**config.mk**
```make
export PLATFORM = sky130hd
export DESIGN_NAME = twc_ctrl
export DESIGN_NICKNAME = d
export VERILOG_FILES = /design/src/design/twc_pkg.sv /design/src/design/twc_ctrl.sv
export SDC_FILE = /design/constraint.sdc
export NUM_CORES = 1
export LEC_CHECK = 0
export ABC_AREA = 1
export BUFFER_PORTS_ARGS = -buffer_cell sky130_fd_sc_hd__buf_2
export CAP_MARGIN = 20
export CELL_PAD_IN_SITES_DETAIL_PLACEMENT = 1
export CELL_PAD_IN_SITES_GLOBAL_PLACEMENT = 1
export CORE_MARGIN = 4
export CORE_UTILIZATION = 28
export CTS_CLUSTER_SIZE = 8
export DETAILED_ROUTE_END_ITERATION = 6
export PLACE_DENSITY = 0.6
export SYNTH_ARGS = -nofsm -noshare
export SYNTH_HDL_FRONTEND = slang
export SYNTH_SLANG_ARGS = --single-unit
```
**constraint.sdc**
```tcl
create_clock -name clk -period 1.8 [get_ports clk]
set_input_delay 0.09 -clock clk [delete_from_list [all_inputs] [get_ports clk]]
set_output_delay 0.09 -clock clk [all_outputs]
set_load 0.02 [all_outputs]
```
**src/design/twc_pkg.sv**
```systemverilog
// Package for the trigger window coalescer: types, codes and constants.
`timescale 1ns / 1ps
package twc_pkg;

  localparam int TableDepthDef = 16;
  localparam int NumTriggerIdsDef = 16;
  localparam int TimeBits = 48;

  localparam int IdW = 16;
  localparam int GrpW = 3;
  localparam int TidW = 4;
  localparam int CntW = 16;
  localparam logic [CntW-1:0] CntMax = '1;

  typedef enum logic [1:0] {
    MODE_REG = 2'd0,
    MODE_LIST = 2'd1,
    MODE_MARK = 2'd2,
    MODE_REMOVE = 2'd3
  } mode_t;

  typedef enum logic [1:0] {
    ST_ENTRY = 2'd0,
    ST_NONE = 2'd1,
    ST_FULL = 2'd2
  } status_t;

  typedef enum logic [2:0] {
    S_IDLE,
    S_SCAN,
    S_EMIT,
    S_SHIFT,
    S_OUT
  } fsm_t;

  // Commands from the controller to the datapath.
  typedef struct packed {
    logic load;      // capture the request
    logic clr_idx;   // restart the walk at entry zero
    logic step;      // advance the walk
    logic apply;     // merge, create, or mark at the walk index
    logic emit;      // load output register from the walk index
    logic emit_none; // load output register with a no-entry result
    logic shift;     // copy entry idx+1 down to idx (remove compaction)
    logic drop_top;  // invalidate the last used entry
    logic out_last;  // last flag for this result
  } twc_cmd_t;

  // Status from the datapath to the controller.
  typedef struct packed {
    logic at_end;    // walk index reached used count
    logic hit;       // current entry qualifies for this mode
    logic full;      // table is full
    logic snap;      // request group is the snapshot group
    logic found;     // remove already located a matching entry
  } twc_sts_t;

endpackage

```
**src/design/twc_ctrl.sv**
```systemverilog
// Controller state machine of the trigger window coalescer.
`timescale 1ns / 1ps
module twc_ctrl
  import twc_pkg::*;
(
  input  logic     clk,
  input  logic     rst_n,
  input  logic     in_fire,
  input  mode_t    mode,
  input  twc_sts_t sts,
  input  logic     out_busy,
  output logic     in_ready,
  output twc_cmd_t cmd
);

  fsm_t state_r, state_nxt;
  logic [4:0] nres_r, nres_nxt;
  mode_t mode_r;

  // Capture the mode with the request.
  always_ff @(posedge clk) begin
    if (in_fire) begin
      mode_r <= mode;
    end
  end

  always_ff @(posedge clk) begin
    if (!rst_n) begin
      state_r <= S_IDLE;
      nres_r <= '0;
    end else begin
      state_r <= state_nxt;
      nres_r <= nres_nxt;
    end
  end

  // Next state.
  always_comb begin
    state_nxt = state_r;
    nres_nxt = nres_r;
    case (state_r)
      S_IDLE: begin
        if (in_fire) begin
          state_nxt = S_SCAN;
          nres_nxt = '0;
        end
      end
      S_SCAN: begin
        if (!out_busy) begin
          case (mode_r)
            MODE_REG: begin
              if (sts.at_end || (sts.hit && !sts.snap)) state_nxt = S_IDLE;
            end
            MODE_LIST: begin
              if (sts.at_end || nres_r == 5'd16) state_nxt = S_IDLE;
              else if (sts.hit) nres_nxt = nres_r + 5'd1;
            end
            MODE_MARK: begin
              if (sts.at_end || sts.hit) state_nxt = S_IDLE;
            end
            MODE_REMOVE: begin
              if (sts.at_end) state_nxt = S_IDLE;
              else if (sts.hit) state_nxt = S_SHIFT;
            end
            default: state_nxt = S_IDLE;
          endcase
        end
      end
      S_SHIFT: begin
        if (sts.at_end) state_nxt = S_SCAN;
      end
      default: state_nxt = S_IDLE;
    endcase
  end

  // Outputs.
  always_comb begin
    cmd = '0;
    in_ready = (state_r == S_IDLE);
    cmd.load = in_fire;
    cmd.clr_idx = in_fire;
    case (state_r)
      S_SCAN: begin
        if (!out_busy) begin
          case (mode_r)
            MODE_REG: begin
              if (sts.hit && !sts.snap) begin
                cmd.apply = 1'b1;
                cmd.emit = 1'b1;
                cmd.out_last = 1'b1;
              end else if (sts.at_end) begin
                if (sts.full) begin
                  cmd.emit_none = 1'b1;
                end else begin
                  cmd.apply = 1'b1;
                  cmd.emit = 1'b1;
                end
                cmd.out_last = 1'b1;
              end else begin
                cmd.step = 1'b1;
              end
            end
            MODE_LIST: begin
              if (sts.at_end || nres_r == 5'd16) begin
                if (nres_r == 5'd0) begin
                  cmd.emit_none = 1'b1;
                  cmd.out_last = 1'b1;
                end
              end else begin
                cmd.step = 1'b1;
              end
            end
            MODE_MARK: begin
              if (sts.hit) begin
                cmd.apply = 1'b1;
                cmd.emit = 1'b1;
                cmd.out_last = 1'b1;
              end else if (sts.at_end) begin
                cmd.emit_none = 1'b1;
                cmd.out_last = 1'b1;
              end else begin
                cmd.step = 1'b1;
              end
            end
            MODE_REMOVE: begin
              if (sts.at_end) begin
                if (!sts.found) begin
                  cmd.emit_none = 1'b1;
                  cmd.out_last = 1'b1;
                end
              end else if (sts.hit) begin
                if (!sts.found) begin
                  cmd.emit = 1'b1;
                  cmd.out_last = 1'b1;
                end
              end else begin
                cmd.step = 1'b1;
              end
            end
            default: ;
          endcase
        end
      end
      S_SHIFT: begin
        if (sts.at_end) cmd.drop_top = 1'b1;
        else cmd.shift = 1'b1;
      end
      default: ;
    endcase
  end

endmodule

```
==> impl_results.md <==
* Tcrit/Tclk final at 93.30%
* Routed len/inst at 12.34 um
* Core region area at 2567 um^2
* Delay-heaviest family, CP: flip-flops
* Crit Path Max Fanout at 7
* Top cells by area, synth: dfxtp_1 (18%), nand2_1 (12%), ha_1 (9.7%)
* Dpl ws at 0.2048 ns
* Routability cong. at 0.7952
* Worst path bufs/invs at 3
* CTS tree: done
* Critical Path RT at 1.71 ns
* Die footprint at 3677 um^2
* Leak at 0.4592 nW
* Area after DPL at 893.4 um^2
* Synth Net Count at 134
* Worst skew pair latency at 0.26 ns
* Netlist cell types at 25
* Fin nets at 159
* Max IR drop VDD at 639.1 uV
* Critical path cell sequence: inv_1 > nand2_1 > a21oi_1 > a21oi_1 > o41ai_1 > nand3_1 > inv_1 > buf_4
* Fmax at 0.5955 GHz
* TritonRoute pass-1 iters at 4
* Ratio of cells with drive above 1 in the final layout at 26.24%
* DRT iter0 DRCs at 25
* Final min period at 1.679 ns
* Starting Density at 30.21%
* CP startpoint kind: register
* Power Dens Cells at 1092 nW/um^2
* Max-Cap Viols at 0
* Mapped cell area at 775.7 um^2
* # clock sinks at 9
* Clock transition at path regs at 0.07 ns
* GRT Util Overall at 13.32%
* Register area share after synthesis at 25.81%
* Status: completed
* CTS max path bufs at 2
* FP Rows at 18
* Setup crit end kind: primary output
* ANT nets after route at 0
* Vias at 822
* Die X at 60.64 um
* Setup-failing EPs final at 0
* Yosys reg bits at 9
* Highest cell delay on the worst timing path at 0.49 ns
* Syn_area_per_cell at 6.630 um^2
* Setup ws final at 0.1207 ns
* IO Port Bufs at 20
* Cells after Synth at 117
* Commonest non-fill, non-tap cells in the layout: nand2_1 (24), buf_2 (19), nor2_1 (17)
* Most common cell after layout, fill and taps aside: nand2_1
* Initial antenna violation count at 0
* Cell taking the most area after synthesis: dfxtp_1
* Setup CP Type: register to primary output
* HPWL after detailed placement at 1791 um
* GRT overflow at 0
* Final Max Tran Viols at 0
* Fin Clk Skew at 0.004961 ns
* Largest net degree at the start of global routing at 9
* Vias in the first global route at 851
* Worst-Margin Slew at 0.3362 ns
* Die Y at 60.64 um
* Worst Path Arrival at 1.59 ns
* Antenna diodes at 0
* IO Pins at 21
* Worst hold path type: input pin to register
* Root Buffer: clkbuf_4
* Residual DRC at 0
* Top-area cell type share of the netlist area at 18.06%
* CTS HTree Levels at 1
* RSZ-0062 raised after global routing: yes
* First-pass GRT wire length at 3650 um
* Routed WL at 2110 um
* Post-route design area at 957.2 um^2
* YS warnings at 0
* Via/cell ratio at 4.807
* Slowest CP cell: edfxtp_1
* Final TNS setup at 0 ns
* Fin. Hold Viols at 0
* Slew Limit Headroom at 77.29%
* P&R area growth vs syn at 23.39%
* Total CTS buffers at 3
worst reg2reg max path, stage by stage, from the launching register on:
cell,delay (ns)
edfxtp_1,0.49
buf_4,0.19
nor2_4,0.12
nor2_2,0.06
nor3_4,0.27
nand2_2,0.14
nand2_2,0.08
nand2_1,0.05
nor2_2,0.06
state kept, by name, summed over array words and instances, names as in the netlist:
register and flops:
nres_r 5, state_r 2, mode_r 2
cells by family after synthesis:
kind of cell	synth area share [%]
compound gates	10.32
xor+xnor	3.388
buf+inv	11.61
flops	25.81
fa+ha+maj	9.677
simple gates	39.19
metrics by stage:
stage	std cells	util (%)	hold slack (ns)	total power, mW
3_5_place_dp	164	34.80	0.2683	0.8861
6_report	171	37.28	0.06717	1.045
5_1_grt	171	37.28	0.07759	1.164
4_1_cts	170	36.60	0.06738	1.055
2_1_floorplan	117	-	0.1889	0.7387
3_3_place_gp	164	34.80	0.2692	0.8585
Yosys cell counts:
cell / number
edfxtp_1: 2
nand2_1: 24
ha_1: 6
xor2_1: 2
inv_4: 1
o221ai_1: 1
nor3_1: 2
dfxtp_1: 7
a21oi_1: 8
o41ai_1: 1
o21ai_0: 2
buf_4: 2
nand3_1: 13
inv_1: 16
nor2_2: 3
xnor2_1: 1
nand2_2: 2
o22ai_2: 1
nor2_1: 17
nor2_4: 1
inv_2: 1
clkbuf_2: 1
nand4_1: 1
nor3_2: 1
nor3_4: 1
worst paths after layout:
path / from / endpoint / slack [ns] / cells past startpoint
setup / recovery: mode_r[1] / cmd[4] / 0.12 / 8
hold / removal: rst_n / state_r[1] / 0.07 / 3
setup reg to reg: mode_r[1] / nres_r[1] / 0.29 / 8
hold reg to reg: nres_r[3] / nres_r[3] / 0.51 / 2
where the power goes:
group,total [mW],leakage [nW],internal (mW),switching (mW)
sequential,0.278,0.0767,0.243,0.0348
combinational,0.607,0.368,0.210,0.397
clock,0.161,0.0150,0.0856,0.0750
repair_timing:
action | 4_1_cts | 5_1_grt
hold endpoints to repair | 2 | 0
hold buffers | 2 | 0
setup endpoints to repair | 0 | 2
resized for setup | 0 | 3
setup buffers | 0 | 1
area by class of cell:
| type | count | area [um^2] |
|---|---|---|
| sequential | 9 | 200.2 |
| timing repair buffer | 23 | 130.1 |
| inverter | 18 | 70.07 |
| tap | 30 | 37.54 |
| clock buffer | 4 | 26.28 |
| multi-input combinational | 87 | 493.0 |
| fill | 352 | 1610 |
per-layer routing:
layer	part of all wire [%]	GRT usage, %
met5	0	0
met4	1.1	6.502
met3	3.7	1.277
met2	52	23.66
met1	44	15.92
Note: power is estimated with default switching activity, not from simulation.
